`src/sv/dbia_pkg.sv`:
```
// Package: shared constants, types and digit helpers for the decimal ALU.
package dbia_pkg;

   localparam int DIGITS_DEFAULT = 40;
   localparam int MAX_DIGITS = 48;
   localparam int FIELD_DIGITS = 40;

   typedef enum logic [1:0] {
      OP_ADD = 2'd0,
      OP_SUB = 2'd1,
      OP_MUL = 2'd2,
      OP_DIV = 2'd3
   } op_type;

   typedef enum logic [2:0] {
      ST_IDLE,
      ST_CMP,
      ST_ADDSUB,
      ST_MUL,
      ST_DIV_SHIFT,
      ST_DIV_TRY,
      ST_DONE
   } state_type;

   // Controller to datapath.
   typedef struct packed {
      logic load;
      logic cmp_step;
      logic as_step;
      logic mul_step;
      logic div_shift;
      logic div_try;
      logic set_dz;
      logic clear_result;
   } cmd_type;

   // Datapath to controller.
   typedef struct packed {
      logic cmp_last;
      logic seq_last;
      logic b_zero;
      logic rem_ge_b;
      logic q_nine;
   } status_type;

   // Clamp a BCD nibble to a decimal digit.
   function automatic logic [3:0] clamp_digit(input logic [3:0] v);
      clamp_digit = (v > 4'd9) ? 4'd9 : v;
   endfunction

endpackage

```
`src/sv/dbia_if.sv`:
```
// Interfaces: valid/ready channels for request and response items.
interface dbia_req_if;
   logic        valid;
   logic        ready;
   logic [1:0]  req_type;
   logic [63:0] a_low;
   logic [63:0] a_mid;
   logic [31:0] a_high;
   logic [63:0] b_low;
   logic [63:0] b_mid;
   logic [31:0] b_high;
   modport source (output valid, req_type, a_low, a_mid, a_high, b_low, b_mid, b_high,
                   input ready);
   modport sink (input valid, req_type, a_low, a_mid, a_high, b_low, b_mid, b_high,
                 output ready);
endinterface

interface dbia_rsp_if;
   logic        valid;
   logic        ready;
   logic [63:0] r_low;
   logic [63:0] r_mid;
   logic [31:0] r_high;
   logic        a_equals_b;
   logic        a_below_b;
   logic        div_by_zero;
   modport source (output valid, r_low, r_mid, r_high, a_equals_b, a_below_b,
                   div_by_zero, input ready);
   modport sink (input valid, r_low, r_mid, r_high, a_equals_b, a_below_b,
                 div_by_zero, output ready);
endinterface

```
`src/sv/dbia_datapath.sv`:
```
// Datapath: digit registers, digit add/subtract, multiply and trial-subtract units, sequence counters.
module dbia_datapath #(
   parameter int DIGITS = dbia_pkg::DIGITS_DEFAULT
) (
   input  logic                  clock,
   input  dbia_pkg::cmd_type     cmd,
   output dbia_pkg::status_type  status,
   input  logic [1:0]            op,
   input  logic [63:0]           a_low,
   input  logic [63:0]           a_mid,
   input  logic [31:0]           a_high,
   input  logic [63:0]           b_low,
   input  logic [63:0]           b_mid,
   input  logic [31:0]           b_high,
   output logic [159:0]          result,
   output logic                  eq,
   output logic                  lt,
   output logic                  dz
);
   localparam int N = DIGITS;
   localparam int NR = DIGITS + 1;
   localparam int IW = $clog2(NR + 1);
   localparam int AW = (N > 1) ? $clog2(N) : 1;

   logic [159:0] a_raw, b_raw;
   logic [N-1:0][3:0] a_ff, b_ff, r_ff;
   logic [NR-1:0][3:0] rem_ff;
   logic [IW-1:0] i_ff, j_ff;
   logic carry_ff;
   logic [8:0] mcarry_ff;          // multiply column carry (column sum below 48*81 + carry)
   logic [11:0] acc_ff;            // running column sum
   logic [3:0] q_ff;
   logic cmp_done_ff, eq_ff, lt_ff, dz_ff;
   logic [IW-1:0] k_ff;            // digit index inside rem subtract
   logic sub_borrow_ff;
   logic try_busy_ff;

   assign a_raw = {a_high, a_mid, a_low};
   assign b_raw = {b_high, b_mid, b_low};

   // Compare rem with b over N+1 digits (combinational, decided by the highest differing digit).
   logic rem_ge;
   always_comb begin
      logic decided;
      decided = 1'b0;
      rem_ge = 1'b1;
      if (rem_ff[NR-1] != 4'd0) begin
         decided = 1'b1;
      end
      for (int x = N - 1; x >= 0; x--) begin
         if (!decided && rem_ff[x] != b_ff[x]) begin
            decided = 1'b1;
            rem_ge = rem_ff[x] > b_ff[x];
         end
      end
   end

   logic [IW-1:0] cmp_idx;
   assign cmp_idx = IW'(N - 1) - i_ff;

   // Multiply operand digits for column i, term j.
   logic [IW-1:0] ma_idx;
   logic [7:0] prod;
   assign ma_idx = i_ff - j_ff;
   assign prod = a_ff[ma_idx[AW-1:0]] * b_ff[j_ff[AW-1:0]];

   logic [4:0] as_sum;
   logic [3:0] as_dig;
   logic as_carry;
   always_comb begin
      logic [4:0] need;
      as_sum = '0;
      as_dig = '0;
      as_carry = 1'b0;
      need = '0;
      if (op == dbia_pkg::OP_ADD) begin
         as_sum = {1'b0, a_ff[i_ff[AW-1:0]]} + {1'b0, b_ff[i_ff[AW-1:0]]}
                  + {4'd0, carry_ff};
         as_carry = as_sum > 5'd9;
         as_dig = as_carry ? 4'(as_sum - 5'd10) : as_sum[3:0];
      end else begin
         need = {1'b0, b_ff[i_ff[AW-1:0]]} + {4'd0, carry_ff};
         as_carry = {1'b0, a_ff[i_ff[AW-1:0]]} < need;
         as_dig = 4'({1'b0, a_ff[i_ff[AW-1:0]]} + (as_carry ? 5'd10 : 5'd0) - need);
      end
   end

   // Closing column sum split into digit and carry: value below 8192 divided by 10.
   logic [12:0] col;
   logic [12:0] col_q;
   logic [3:0] col_d;
   assign col = {1'b0, acc_ff} + 13'(prod) + 13'(mcarry_ff);
   assign col_q = 13'((26'(col) * 26'd6554) >> 16);
   assign col_d = 4'(col - 13'(col_q * 13'd10));

   // Digit subtract for rem -= b, one digit per cycle.
   logic [3:0] sb_dig;
   logic sb_borrow;
   logic [3:0] sb_b;
   always_comb begin
      logic [4:0] need;
      sb_b = (k_ff < IW'(N)) ? b_ff[k_ff[AW-1:0]] : 4'd0;
      need = {1'b0, sb_b} + {4'd0, sub_borrow_ff};
      sb_borrow = {1'b0, rem_ff[k_ff[$clog2(NR)-1:0]]} < need;
      sb_dig = 4'({1'b0, rem_ff[k_ff[$clog2(NR)-1:0]]} + (sb_borrow ? 5'd10 : 5'd0) - need);
   end

   always_ff @(posedge clock) begin
      if (cmd.load) begin
         for (int x = 0; x < N; x++) begin
            if (x < dbia_pkg::FIELD_DIGITS) begin
               a_ff[x] <= dbia_pkg::clamp_digit(a_raw[x*4 +: 4]);
               b_ff[x] <= dbia_pkg::clamp_digit(b_raw[x*4 +: 4]);
            end else begin
               a_ff[x] <= '0;
               b_ff[x] <= '0;
            end
         end
         r_ff <= '0;
         rem_ff <= '0;
         i_ff <= '0;
         j_ff <= '0;
         carry_ff <= 1'b0;
         mcarry_ff <= '0;
         acc_ff <= '0;
         q_ff <= '0;
         cmp_done_ff <= 1'b0;
         eq_ff <= 1'b1;
         lt_ff <= 1'b0;
         dz_ff <= 1'b0;
         k_ff <= '0;
         sub_borrow_ff <= 1'b0;
         try_busy_ff <= 1'b0;
      end
      // Compare from the top digit down, one digit a cycle.
      if (cmd.cmp_step) begin
         if (!cmp_done_ff && a_ff[cmp_idx[AW-1:0]] != b_ff[cmp_idx[AW-1:0]])
         begin
            cmp_done_ff <= 1'b1;
            eq_ff <= 1'b0;
            lt_ff <= a_ff[cmp_idx[AW-1:0]] < b_ff[cmp_idx[AW-1:0]];
         end
         i_ff <= (i_ff != IW'(N - 1)) ? i_ff + 1'b1
               : (op == dbia_pkg::OP_DIV) ? IW'(N - 1) : '0;
      end
      if (cmd.as_step) begin
         r_ff[i_ff[AW-1:0]] <= as_dig;
         carry_ff <= as_carry;
         i_ff <= i_ff + 1'b1;
      end
      // Multiply: accumulate one partial product a cycle, close a column on j == i.
      if (cmd.mul_step) begin
         if (j_ff == i_ff) begin
            r_ff[i_ff[AW-1:0]] <= col_d;
            mcarry_ff <= 9'(col_q);
            acc_ff <= '0;
            j_ff <= '0;
            i_ff <= i_ff + 1'b1;
         end else begin
            acc_ff <= acc_ff + 12'(prod);
            j_ff <= j_ff + 1'b1;
         end
      end
      // Shift next dividend digit into the remainder.
      if (cmd.div_shift) begin
         for (int x = NR - 1; x > 0; x--) begin
            rem_ff[x] <= rem_ff[x-1];
         end
         rem_ff[0] <= a_ff[i_ff[AW-1:0]];
         q_ff <= '0;
         k_ff <= '0;
         sub_borrow_ff <= 1'b0;
         try_busy_ff <= 1'b0;
      end
      // Trial subtract: either start, step a digit, or write the quotient digit.
      if (cmd.div_try) begin
         if (!try_busy_ff) begin
            if (rem_ge && q_ff != 4'd9) begin
               try_busy_ff <= 1'b1;
               k_ff <= '0;
               sub_borrow_ff <= 1'b0;
            end else begin
               r_ff[i_ff[AW-1:0]] <= q_ff;
               i_ff <= i_ff - 1'b1;
            end
         end else begin
            rem_ff[k_ff[$clog2(NR)-1:0]] <= sb_dig;
            sub_borrow_ff <= sb_borrow;
            if (k_ff == IW'(NR - 1)) begin
               try_busy_ff <= 1'b0;
               q_ff <= q_ff + 1'b1;
            end else begin
               k_ff <= k_ff + 1'b1;
            end
         end
      end
      if (cmd.set_dz) begin
         dz_ff <= 1'b1;
      end
      if (cmd.clear_result) begin
         r_ff <= '0;
      end
   end

   // Status to the controller.
   logic bz;
   always_comb begin
      bz = 1'b1;
      for (int x = 0; x < N; x++) begin
         if (b_ff[x] != 4'd0) begin
            bz = 1'b0;
         end
      end
   end

   // Trial status: busy counts as still subtracting; nine only when idle between trials.
   assign status.cmp_last = (i_ff == IW'(N - 1));
   assign status.b_zero = bz;
   assign status.rem_ge_b = try_busy_ff || rem_ge;
   assign status.q_nine = !try_busy_ff && (q_ff == 4'd9);
   assign status.seq_last = (op == dbia_pkg::OP_DIV)
                            ? (!try_busy_ff && !(rem_ge && q_ff != 4'd9) && i_ff == '0)
                            : (op == dbia_pkg::OP_MUL) ? (i_ff == IW'(N - 1) && j_ff == i_ff)
                            : (i_ff == IW'(N - 1));

   // Pack digits for the result fields; digits beyond the field width drop.
   always_comb begin
      result = '0;
      for (int x = 0; x < dbia_pkg::FIELD_DIGITS; x++) begin
         if (x < N) begin
            result[x*4 +: 4] = r_ff[x];
         end
      end
   end

   assign eq = eq_ff;
   assign lt = lt_ff;
   assign dz = dz_ff;
endmodule

```
`src/sv/dbia_control.sv`:
```
// Controller: sequences compare, add/subtract, multiply and divide steps.
module dbia_control (
   input  logic                  clock,
   input  logic                  reset,
   input  logic                  req_valid,
   output logic                  req_ready,
   input  logic [1:0]            req_op,
   output logic [1:0]            op,
   output logic                  rsp_valid,
   input  logic                  rsp_ready,
   output dbia_pkg::cmd_type     cmd,
   input  dbia_pkg::status_type  status
);
   dbia_pkg::state_type state_ff, state_in;
   logic [1:0] op_ff, op_in;

   // Hold state and operation.
   always_ff @(posedge clock) begin
      if (reset) begin
         state_ff <= dbia_pkg::ST_IDLE;
         op_ff <= dbia_pkg::OP_ADD;
      end else begin
         state_ff <= state_in;
         op_ff <= op_in;
      end
   end

   // Next state and commands.
   always_comb begin
      state_in = state_ff;
      op_in = op_ff;
      cmd = '0;
      req_ready = 1'b0;
      rsp_valid = 1'b0;
      case (state_ff)
         dbia_pkg::ST_IDLE: begin
            req_ready = 1'b1;
            if (req_valid) begin
               cmd.load = 1'b1;
               op_in = req_op;
               state_in = dbia_pkg::ST_CMP;
            end
         end
         dbia_pkg::ST_CMP: begin
            cmd.cmp_step = 1'b1;
            if (status.cmp_last) begin
               case (op_ff)
                  dbia_pkg::OP_ADD, dbia_pkg::OP_SUB: state_in = dbia_pkg::ST_ADDSUB;
                  dbia_pkg::OP_MUL: state_in = dbia_pkg::ST_MUL;
                  default: begin
                     if (status.b_zero) begin
                        cmd.set_dz = 1'b1;
                        state_in = dbia_pkg::ST_DONE;
                     end else begin
                        state_in = dbia_pkg::ST_DIV_SHIFT;
                     end
                  end
               endcase
            end
         end
         dbia_pkg::ST_ADDSUB: begin
            cmd.as_step = 1'b1;
            if (status.seq_last) begin
               state_in = dbia_pkg::ST_DONE;
            end
         end
         dbia_pkg::ST_MUL: begin
            cmd.mul_step = 1'b1;
            if (status.seq_last) begin
               state_in = dbia_pkg::ST_DONE;
            end
         end
         dbia_pkg::ST_DIV_SHIFT: begin
            cmd.div_shift = 1'b1;
            state_in = dbia_pkg::ST_DIV_TRY;
         end
         // Stay while subtracting; move to the next digit once its quotient is written.
         dbia_pkg::ST_DIV_TRY: begin
            cmd.div_try = 1'b1;
            if (status.seq_last) begin
               state_in = dbia_pkg::ST_DONE;
            end else if (!status.rem_ge_b || status.q_nine) begin
               state_in = dbia_pkg::ST_DIV_SHIFT;
            end
         end
         dbia_pkg::ST_DONE: begin
            rsp_valid = 1'b1;
            if (rsp_ready) begin
               state_in = dbia_pkg::ST_IDLE;
            end
         end
         default: state_in = dbia_pkg::ST_IDLE;
      endcase
   end

   assign op = op_ff;
endmodule

```
`src/sv/decimal_big_integer_alu.sv`:
```
// Top level: 40-digit decimal ALU with add, subtract, multiply and divide.
// Operation: a compare pass over the digits, then add/sub one digit at a time, multiply
// one partial product at a time, or divide by shift and trial subtract of the remainder,
// all sequenced step by step; the result is then held until it is handed off.
// One item at a time; the next is taken after the result is delivered.
// Reset (synchronous) returns the controller to idle; digit registers hold.
module decimal_big_integer_alu #(
   parameter int DIGITS = dbia_pkg::DIGITS_DEFAULT
) (
   input logic clock,
   input logic reset,
   dbia_req_if.sink   req,
   dbia_rsp_if.source rsp
);
   dbia_pkg::cmd_type    cmd;
   dbia_pkg::status_type status;
   logic [1:0] op;
   logic [159:0] result;
   logic dp_eq, dp_lt, dp_dz;

   dbia_control u_control (
      .clock(clock), .reset(reset),
      .req_valid(req.valid), .req_ready(req.ready), .req_op(req.req_type),
      .op(op), .rsp_valid(rsp.valid), .rsp_ready(rsp.ready),
      .cmd(cmd), .status(status)
   );

   dbia_datapath #(.DIGITS(DIGITS)) u_datapath (
      .clock(clock), .cmd(cmd), .status(status), .op(op),
      .a_low(req.a_low), .a_mid(req.a_mid), .a_high(req.a_high),
      .b_low(req.b_low), .b_mid(req.b_mid), .b_high(req.b_high),
      .result(result), .eq(dp_eq), .lt(dp_lt), .dz(dp_dz)
   );

   assign rsp.r_low = result[63:0];
   assign rsp.r_mid = result[127:64];
   assign rsp.r_high = result[159:128];
   assign rsp.a_equals_b = dp_eq;
   assign rsp.a_below_b = dp_lt;
   assign rsp.div_by_zero = dp_dz;

`ifndef SYNTHESIS
   // Never take a new item while a result waits.
   assert property (@(posedge clock) disable iff (reset) rsp.valid |-> !req.ready)
      else $error("request taken while response pending");
   // Equal and below never both set on a result.
   assert property (@(posedge clock) disable iff (reset)
                    rsp.valid |-> !(rsp.a_equals_b && rsp.a_below_b))
      else $error("equal and below both set");
   // Divide by zero leaves a zero result.
   assert property (@(posedge clock) disable iff (reset)
                    (rsp.valid && rsp.div_by_zero) |-> (rsp.r_low == 64'd0))
      else $error("nonzero result on divide by zero");
`endif
endmodule
```
`src/flat_wrapper.sv`:
```
// flat-port wrapper written by rule: the top's interface ports become plain ports
module decimal_big_integer_alu_flat 
#(
   parameter int DIGITS = dbia_pkg::DIGITS_DEFAULT
)
  (clock, reset, req_valid, req_req_type, req_a_low, req_a_mid, req_a_high, req_b_low, req_b_mid, req_b_high, req_ready, rsp_valid, rsp_r_low, rsp_r_mid, rsp_r_high, rsp_a_equals_b, rsp_a_below_b, rsp_div_by_zero, rsp_ready);
  dbia_req_if req_i ();
  dbia_rsp_if rsp_i ();
  input logic clock;
  input logic reset;
  input wire logic [$bits(req_i.valid)-1:0] req_valid;
  input wire logic [$bits(req_i.req_type)-1:0] req_req_type;
  input wire logic [$bits(req_i.a_low)-1:0] req_a_low;
  input wire logic [$bits(req_i.a_mid)-1:0] req_a_mid;
  input wire logic [$bits(req_i.a_high)-1:0] req_a_high;
  input wire logic [$bits(req_i.b_low)-1:0] req_b_low;
  input wire logic [$bits(req_i.b_mid)-1:0] req_b_mid;
  input wire logic [$bits(req_i.b_high)-1:0] req_b_high;
  output wire logic [$bits(req_i.ready)-1:0] req_ready;
  output wire logic [$bits(rsp_i.valid)-1:0] rsp_valid;
  output wire logic [$bits(rsp_i.r_low)-1:0] rsp_r_low;
  output wire logic [$bits(rsp_i.r_mid)-1:0] rsp_r_mid;
  output wire logic [$bits(rsp_i.r_high)-1:0] rsp_r_high;
  output wire logic [$bits(rsp_i.a_equals_b)-1:0] rsp_a_equals_b;
  output wire logic [$bits(rsp_i.a_below_b)-1:0] rsp_a_below_b;
  output wire logic [$bits(rsp_i.div_by_zero)-1:0] rsp_div_by_zero;
  input wire logic [$bits(rsp_i.ready)-1:0] rsp_ready;
  assign req_i.valid = req_valid;
  assign req_i.req_type = req_req_type;
  assign req_i.a_low = req_a_low;
  assign req_i.a_mid = req_a_mid;
  assign req_i.a_high = req_a_high;
  assign req_i.b_low = req_b_low;
  assign req_i.b_mid = req_b_mid;
  assign req_i.b_high = req_b_high;
  assign req_ready = req_i.ready;
  assign rsp_valid = rsp_i.valid;
  assign rsp_r_low = rsp_i.r_low;
  assign rsp_r_mid = rsp_i.r_mid;
  assign rsp_r_high = rsp_i.r_high;
  assign rsp_a_equals_b = rsp_i.a_equals_b;
  assign rsp_a_below_b = rsp_i.a_below_b;
  assign rsp_div_by_zero = rsp_i.div_by_zero;
  assign rsp_i.ready = rsp_ready;
  decimal_big_integer_alu #(.DIGITS(DIGITS)) u_core (.clock(clock), .reset(reset), .req(req_i), .rsp(rsp_i));
endmodule
```
`config.mk`:
```
export PLATFORM = sky130hd
export DESIGN_NAME = decimal_big_integer_alu_flat
export DESIGN_NICKNAME = d
export VERILOG_FILES = /design/src/sv/dbia_pkg.sv /design/src/sv/dbia_if.sv /design/src/sv/dbia_datapath.sv /design/src/sv/dbia_control.sv /design/src/sv/decimal_big_integer_alu.sv /design/src/flat_wrapper.sv
export SDC_FILE = /design/constraint.sdc
export NUM_CORES = 2
export LEC_CHECK = 0
export ABC_AREA = 1
export CORE_ASPECT_RATIO = 2
export CORE_MARGIN = 5
export CORE_UTILIZATION = 30
export CTS_CLUSTER_SIZE = 25
export DETAILED_ROUTE_END_ITERATION = 6
export DONT_BUFFER_PORTS = 1
export PLACE_DENSITY = 0.57
export SLEW_MARGIN = 10
export SYNTH_ARGS = -nofsm -noshare
export SYNTH_HDL_FRONTEND = slang
export SYNTH_SLANG_ARGS = --single-unit
```
`constraint.sdc`:
```
create_clock -name clock -period 12.55 [get_ports clock]
set_input_delay 3.1375 -clock clock [delete_from_list [all_inputs] [get_ports clock]]
set_output_delay 3.1375 -clock clock [all_outputs]
set_load 0.005 [all_outputs]
```
# [Yosys cells after proc, flatten, opt, wreduce, memory -nomap -nowiden]
# Cells that the tools add are included.
# Widths: inputs -> output; s select.
[totals] ff_bits=699 word_cells=774 output_inout_bits=165
[op_classes] eq_ne=61 n_reduce_logical=145 n_lt_le_gt_ge=132 n_mux=237 mul=3 addsub=20
[op_table] op="$mux 160" count=7
[op_table] op="$mux 164" count=4
[op_table] op="$bwmux 160" count=3
[op_table] op="$gt 4x4->1 const B" count=80
[op_table] op="$bmux 4 s6" count=8
[op_table] op="$bwmux 164" count=1
[op_table] op="$ne 4x4->1" count=41
[op_table] op="$reduce_bool 4->1" count=41
[op_table] op="$gt 4x4->1" count=40
[op_table] op="$mux 1" count=158
[op_table] op="$mux 6" count=19
[op_table] op="$mux 4" count=20
[op_table] op="$demux 4 s6" count=2
[op_table] op="$logic_and 1x1->1" count=48
[op_table] op="$logic_not 1->1" count=44
[op_table] op="$mux 12" count=3
[op_table] op="$lt 6x7->1 const B" count=5
[op_table] op="$mux 9" count=3
[op_table] op="$mul 13x12->25 const B" count=1
[op_table] op="$add 6x1->6 const B" count=3
[op_table] op="$mux 3" count=6
[op_table] op="$pmux 3 s6" count=1
[op_table] op="$add 12x8->13" count=1
[op_table] op="$add 13x9->13" count=1
[op_table] op="42 further kinds" count=58

# [Longest topological paths before layout]
[depth] word_depth=129 mapped_depth=63 mapped_depth_nobuf=61

# [Hierarchy]
# A second synthesis with hierarchy kept.
[unflattened] hier_cells=6946 hier_area_um2=50712.4
[modules_own_cells] module="dbia_datapath" area_per_inst_um2=50221.9 seq_area_each_um2=17286.6 cells_per_inst=6875 instances=1
[modules_own_cells] module="dbia_control" area_per_inst_um2=490.5 seq_area_each_um2=100.1 cells_per_inst=71 instances=1

# [Worst setup path after synthesis]
# Ideal clock, no wire load.
[synth_path] kind="register to register" start="register u_core.u_datapath.i_ff[0]" end="register u_core.u_datapath.r_ff (netlist bit u_core.u_datapath.result[74])" t_arrival_ns=12.043 n_path_buf=5 synth_period_minus_slack_ns=12.165 slack_ns=0.385 path_stages_with_launch=60 setup_time_ns=0.122 cell_sequence="dfxtp_1 > buf_2 > clkinv_1 > ha_1 > fa_1 > inv_1 > clkbuf_1 > clkbuf_1 > a21oi_1 > o21ai_0 > o21ai_0 > nand2_1 > nand3_1 > a31oi_1 > o21ai_0 > or2_2 > fa_1 > inv_1 > (+24 left out) > ha_1 > nand2_1 > nor2_1 > a2111oi_0 > inv_1 > a21oi_1 > inv_1 > a21oi_1 > xnor2_1 > ha_1 > inv_1 > fa_1 > buf_6 > inv_1 > dlygate4sd3_1 > a22oi_1 > nand2_2 > o21ai_2"
[synth_between] elab_chain_len=17 word_cells_on_any_way=39 classes_between="add/sub: 10; mul: 3; order compare: 4; eq/ne: 1; mux: 20; reduce/logical: 1"
[synth_rtl] item="from (decl)" line="dbia_datapath.sv:28" source="logic [IW-1:0] i_ff, j_ff;"
[synth_rtl] item="from (signal assigned)" line="dbia_datapath.sv:143" source="i_ff <= (i_ff != IW'(N - 1)) ? i_ff + 1'b1"
[synth_rtl] item="from (signal assigned)" line="dbia_datapath.sv:149" source="i_ff <= i_ff + 1'b1;"
[synth_rtl] item="from (signal assigned)" line="dbia_datapath.sv:158" source="i_ff <= i_ff + 1'b1;"
[synth_rtl] item="parallel branches: the longest is 16 deep, another holds $mul 13x12->25"
[synth_rtl] item="$mux 160 (*)" line="dbia_datapath.sv:176" source="if (cmd.div_try) begin"
[synth_rtl] item="to (signal, indexed assignment)" line="dbia_datapath.sv:147" source="r_ff[i_ff[AW-1:0]] <= as_dig;"
[synth_rtl] item="to (signal, indexed assignment)" line="dbia_datapath.sv:154" source="r_ff[i_ff[AW-1:0]] <= col_d;"
[synth_rtl] item="to (signal, indexed assignment)" line="dbia_datapath.sv:183" source="r_ff[i_ff[AW-1:0]] <= q_ff;"
[synth_rtl] item="to (decl)" line="dbia_datapath.sv:26" source="logic [N-1:0][3:0] a_ff, b_ff, r_ff;"
# Mark *: on every way between the ends. The select of a mux whose other input is x is not followed.
# A chain may end at the register's enable or synchronous reset.

# [Worst setup path after layout]
[layout_path] start="register u_core.u_datapath.j_ff[0]" end="register u_core.u_datapath.r_ff (netlist bit u_core.u_datapath.result[107])"
[layout_between] elab_chain_len=16 word_cells_on_any_way=19 classes_between="add/sub: 4; mul: 3; eq/ne: 1; mux: 11"
[layout_rtl] item="from (decl)" line="dbia_datapath.sv:28"
[layout_rtl] item="from (signal assigned)" line="dbia_datapath.sv:161" source="j_ff <= j_ff + 1'b1;"
[layout_rtl] item="$sub 6x6->6" line="dbia_datapath.sv:64" source="assign ma_idx = i_ff - j_ff;"
[layout_rtl] item="$bmux 4 s6" line="dbia_datapath.sv:65" source="assign prod = a_ff[ma_idx[AW-1:0]] * b_ff[j_ff[AW-1:0]];"
[layout_rtl] item="$mux 4 (implied by the code)" line="dbia_datapath.sv:65"
[layout_rtl] item="$mul 4x4->8" line="dbia_datapath.sv:65"
[layout_rtl] item="$add 12x8->13" line="dbia_datapath.sv:92" source="assign col = {1'b0, acc_ff} + 13'(prod) + 13'(mcarry_ff);"
[layout_rtl] item="$add 13x9->13" line="dbia_datapath.sv:92"
[layout_rtl] item="$mul 13x12->25" line="dbia_datapath.sv:93" source="assign col_q = 13'((26'(col) * 26'd6554) >> 16);"
[layout_rtl] item="$mul 10x3->3" line="dbia_datapath.sv:94" source="assign col_d = 4'(col - 13'(col_q * 13'd10));"
[layout_rtl] item="$sub 4x4->4" line="dbia_datapath.sv:94"
[layout_rtl] item="$bwmux 160" line="dbia_datapath.sv:154"
[layout_rtl] item="$mux 160 (*)" line="dbia_datapath.sv:153" source="if (j_ff == i_ff) begin"
[layout_rtl] item="$mux 160 (*)" line="dbia_datapath.sv:152" source="if (cmd.mul_step) begin"
[layout_rtl] item="$bwmux 160" line="dbia_datapath.sv:183"
[layout_rtl] item="$mux 160" line="dbia_datapath.sv:178" source="if (rem_ge && q_ff != 4'd9) begin"
[layout_rtl] item="$mux 160" line="dbia_datapath.sv:177" source="if (!try_busy_ff) begin"
[layout_rtl] item="$mux 160 (*)" line="dbia_datapath.sv:176"
# Mark *: on every way between the ends. The rest lies on a longest branch, timed or not. The select of a mux whose other input is x is not followed.

==> results by stage <==
Floorplanning:
- The initial core utilization is roughly 30%.
- The number of primary I/O pins is approximately 500.
- The width of the die is between 200 and 300 um.
- The overall die area is ~170000 um2.
- The core area is 164000 um2.
- Row generation in the floorplan step produced 210 rows.
- The die boundary height is approximately 580 um.

Global route:
- The met1 routing resource usage after global routing is 29.5%.
- The met3 capacity usage during global routing is under 10%.
- The layer with the highest usage after global routing is met2.
- The global routing usage on met2 is between 50% and 60%.
- Entering global routing, the biggest net connects 87 pins.
- The number of global-route vias before repair was about 50000.
- The total global routing overflow is 0.
- The number of antenna violations at the first check in global routing was 28.
- The first-pass GRT wire length is approximately 380000 um.
- For this run, the total global-route usage over all layers was measured as 30.5%.

Logic synthesis:
- The synthesized netlist occupies a cell area of around 50000 um2.
- The synthesized design contains between 300 and 400 enable-type register cells.
- The share of async-settable or async-resettable flops after synthesis is 0%.
- The synthesized netlist net count is ~7100.
- The largest area contributor in the synthesized netlist is sky130_fd_sc_hd__edfxtp_1.
- After technology mapping, the gate count stands at roughly 6400.
- During synthesis, Yosys emitted a total of 0 warnings.
- By area the synthesized netlist is led by sky130_fd_sc_hd__edfxtp_1, sky130_fd_sc_hd__dfxtp_1, sky130_fd_sc_hd__ha_1.
- The synthesized netlist contains 70 unique library cells.
- Counting flops and latches in the post-synthesis netlist gives roughly 700.
- After synthesis, the mean cell area works out to between 7 and 8 um2.
- Of the post-synthesis cell area, the dominant cell type holds between 20% and 30%.
- For this run, the leading register cell type out of synthesis is sky130_fd_sc_hd__dfxtp_1.
- The share of the yosys chip area belonging to registers is 35.2%.

Final layout:
- In the final layout, the share of cells above drive strength 1 is 9.11%.
- Cells fill about a third of the core in the end.
- The post-route standard cell area excluding fillers is between 50000 and 60000 um2.
- At the end of the flow, the number of nets in the layout was roughly 7100.
- Relative to the synthesized area, the layout overhead comes to 12.7%.

Clock network:
- The maximum clock path buffer count is 3.
- Clock tree synthesis found a total of ~700 sinks.
- In this run, CTS created clock tree buffers numbering 73.
- After clock tree synthesis, the clock-pin slew on the worst setup and hold paths is around 70 ps.
- TritonCTS built the clock tree.
- The count of hold buffers inserted by post-cts repair is 0.
- The deepest level of the CTS H-tree is 3.
- The clock reaches the later pin of the worst-skew pair after around 730 ps.
- The cell sitting at the root of the clock tree is a sky130_fd_sc_hd__clkbuf_16.

Setup path:
- In this design, the critical path's most frequently occurring cell is sky130_fd_sc_hd__inv_1.
- The largest single stage delay on the critical path is about 590 ps.
- The arrival time of the worst setup path is 12670 ps.
- The highest net fanout along the worst path is 30.
- The kind of critical path is flip-flop to flip-flop.
- The capturing element type of the critical path is a flip-flop.
- The slowest cell on the critical path is sky130_fd_sc_hd__fa_2.
- The required arrival time at the worst endpoint is 13100 ps.
- The worst setup path is launched from a flip-flop.

Routing:
- The detailed router's first-iteration violation count is 5289.
- The post-detailed-route count of antenna-violating nets is 0.
- The length of the first detailed-routing pass in iterations is 7.
- The final routed wire length divided by cell count is 32.0 um.
- After detailed routing, the total wire length is 276000 um.
- Across all layers, the routed design uses roughly 52000 vias.
- The per-cell via count in the routed design is 5.98.
- In the routed design, unresolved DRC markers number 0.

Hold path:
- The path class of the tightest hold or removal check is flip-flop to flip-flop.

Timing:
- The number of endpoints with negative hold slack in the final report is 0.
- The worst path needs between 10000 and 15000 ps of the cycle, external delays included.
- The number of pins exceeding their max-slew limit in the final report is 1.
- The number of endpoints failing setup at the final stage is 0.
- The final clock period utilization by the worst path is a little over nine tenths.
- For the final database, setup skew stands at roughly 53 ps.
- The transition time at the pin with the least slew margin is around 1500 ps.
- The maximum operating frequency is roughly 0.083 GHz.
- The worst pin sits at a relative slew slack of -0.172%.

Place:
- Summing all placed instances gives a cell area of approximately 53000 um2.
- The placer's final routability congestion estimate is between 1 and 1.5.
- Input and output buffers added on the ports amount to 0.
- Once detailed placement completed, the half-perimeter wirelength came to about 200000 um.

Outcome:
- The flow ran to the end, but the final reports show violations.
- The checks that failed: capacitance limit, slew limit.

Flow run:
- The number of maximum-capacitance violations is 1.
==> metal layers <==
layer / vias to the layer above / share of wire, %
li1: 22508 / -
met1: 24419 / 31
met2: 3393 / 47
met3: 1350 / 9.4
met4: 12 / 12
met5: - / 0.033
==> stage by stage <==
| step | TNS, ps | hold WS [ps] | setup slack, ps | std cells |
|---|---|---|---|---|
| 6_report | 0 | 459 | 435 | 8646 |
| 5_1_grt | -1230 | 471 | -61.9 | 8629 |
| 4_1_cts | 0 | 456 | 5.44 | 8608 |
| 3_5_place_dp | 0 | 445 | 69.2 | 8474 |
| 3_3_place_gp | 0 | 438 | 43.7 | 8474 |
| 2_1_floorplan | 0 | 428 | 385 | 6425 |
==> registers in the layout (all words and copies together) (netlist names), 2 cells and up <==
register,cells
u_core.u_datapath.result,160
u_core.u_datapath.q_ff,4
u_core.u_datapath.acc_ff,12
u_core.u_datapath.b_ff,160
u_core.u_datapath.k_ff,6
u_core.u_control.op,2
u_core.u_datapath.a_ff,160
u_core.u_datapath.mcarry_ff,9
u_core.u_datapath.j_ff,6
u_core.u_control.state_ff,3
u_core.u_datapath.i_ff,6
u_core.u_datapath.rem_ff,164
==> synth_stat cells, drive strengths merged, types with 21 or more instances <==
library cell / count
a22oi: 93
buf: 64
inv: 1023
a31oi: 90
fa: 65
ha: 314
clkbuf: 289
a21oi: 276
o2111ai: 40
o22ai: 314
nand2: 912
o221ai: 91
nand3: 265
dfxtp: 360
nor4: 39
nor3: 30
nor2: 508
edfxtp: 339
o21ai: 712
and2: 81
a211oi: 22
o41ai: 43
nand4: 57
dlygate4sd3: 21
o211ai: 118
xor2: 35
a221oi: 79
xnor2: 21
==> final cells by class <==
cell class | instances | area, um2
Sequential cell | 699 | 17400
Tap cell | 2120 | 2650
Timing Repair Buffer | 312 | 2520
Clock inverter | 44 | 405
Clock buffer | 90 | 1960
Antenna cell | 31 | 77.6
Multi-Input combinational cell | 4309 | 26700
Fill cell | 17203 | 108000
Inverter | 1041 | 3920
==> kinds of logic (layout without fill, tap and decap cells) <==
group | count (synthesis) | in the layout | synth area share [%]
compound gates | 1962 | 1962 | 24.6
other cells | 0 | 31 | 0
xor+xnor | 56 | 56 | 0.993
buf+inv | 1417 | 1487 | 11.5
simple gates | 1912 | 1912 | 17.2
fa+ha+maj | 379 | 379 | 10.6
flops | 699 | 699 | 35.2
==> timing repair <==
| action | 4_1_cts | 5_1_grt |
|---|---|---|
| resized for setup | 0 | 51 |
| setup buffers | 0 | 4 |
| setup endpoints to repair | 0 | 86 |
==> critical path: cells and delay by family, from the launching register on <==
family | cells | cell delay, ps
AO/OA/AOI/OAI | 12 | 2410
AND/OR/NAND/NOR | 3 | 380
flip-flops | 1 | 460
XOR/XNOR | 6 | 1080
buffers and inverters | 20 | 2070
adder cells (fa/ha/maj) | 13 | 5500
==> final timing paths <==
kind	start	endpoint	slack, ps	cells after the start
worst min register to register	u_core.u_datapath.cmp_done_ff$_DFF_P_	u_core.u_datapath.cmp_done_ff$_DFF_P_	460	2
worst max-delay path	u_core.u_datapath.j_ff[0]$_SDFFCE_PP0P_	u_core.u_datapath.result[107]$_DFF_P_	430	54
worst min-delay path	u_core.u_datapath.cmp_done_ff$_DFF_P_	u_core.u_datapath.cmp_done_ff$_DFF_P_	460	2
worst max register to register	u_core.u_datapath.j_ff[0]$_SDFFCE_PP0P_	u_core.u_datapath.result[107]$_DFF_P_	430	54
==> cell usage in the layout (no fill, tap or decap), types with 12 or more instances in the layout <==
cell type / instances
sky130_fd_sc_hd__a211oi_1: 22
sky130_fd_sc_hd__o21bai_1: 13
sky130_fd_sc_hd__clkbuf_16: 76
sky130_fd_sc_hd__o41ai_1: 37
sky130_fd_sc_hd__clkinv_1: 19
sky130_fd_sc_hd__fa_1: 62
sky130_fd_sc_hd__edfxtp_1: 339
sky130_fd_sc_hd__o22ai_1: 314
sky130_fd_sc_hd__nand2_4: 23
sky130_fd_sc_hd__dfxtp_1: 360
sky130_fd_sc_hd__o221ai_1: 90
sky130_fd_sc_hd__o311ai_0: 12
sky130_fd_sc_hd__o21ai_0: 611
sky130_fd_sc_hd__inv_2: 19
sky130_fd_sc_hd__a221oi_1: 79
sky130_fd_sc_hd__buf_4: 293
sky130_fd_sc_hd__a22oi_1: 92
sky130_fd_sc_hd__nor4_1: 35
sky130_fd_sc_hd__clkinv_2: 13
sky130_fd_sc_hd__diode_2: 31
sky130_fd_sc_hd__nand4_1: 47
sky130_fd_sc_hd__nand2_1: 864
sky130_fd_sc_hd__inv_1: 1007
sky130_fd_sc_hd__o31ai_1: 15
sky130_fd_sc_hd__nand3_1: 264
sky130_fd_sc_hd__o2111ai_1: 40
sky130_fd_sc_hd__a31oi_1: 89
sky130_fd_sc_hd__buf_12: 12
sky130_fd_sc_hd__nor3_1: 22
sky130_fd_sc_hd__xor2_1: 34
sky130_fd_sc_hd__and2_1: 81
sky130_fd_sc_hd__clkbuf_1: 13
sky130_fd_sc_hd__nor2_4: 14
sky130_fd_sc_hd__xnor2_1: 18
sky130_fd_sc_hd__ha_1: 307
sky130_fd_sc_hd__o211ai_1: 118
sky130_fd_sc_hd__nand2_2: 24
sky130_fd_sc_hd__o21ai_1: 92
sky130_fd_sc_hd__a21oi_1: 269
sky130_fd_sc_hd__nor2_1: 487
Power is not shown: default switching activity piles up to over one toggle a cycle in this logic, so the estimate is an artifact.
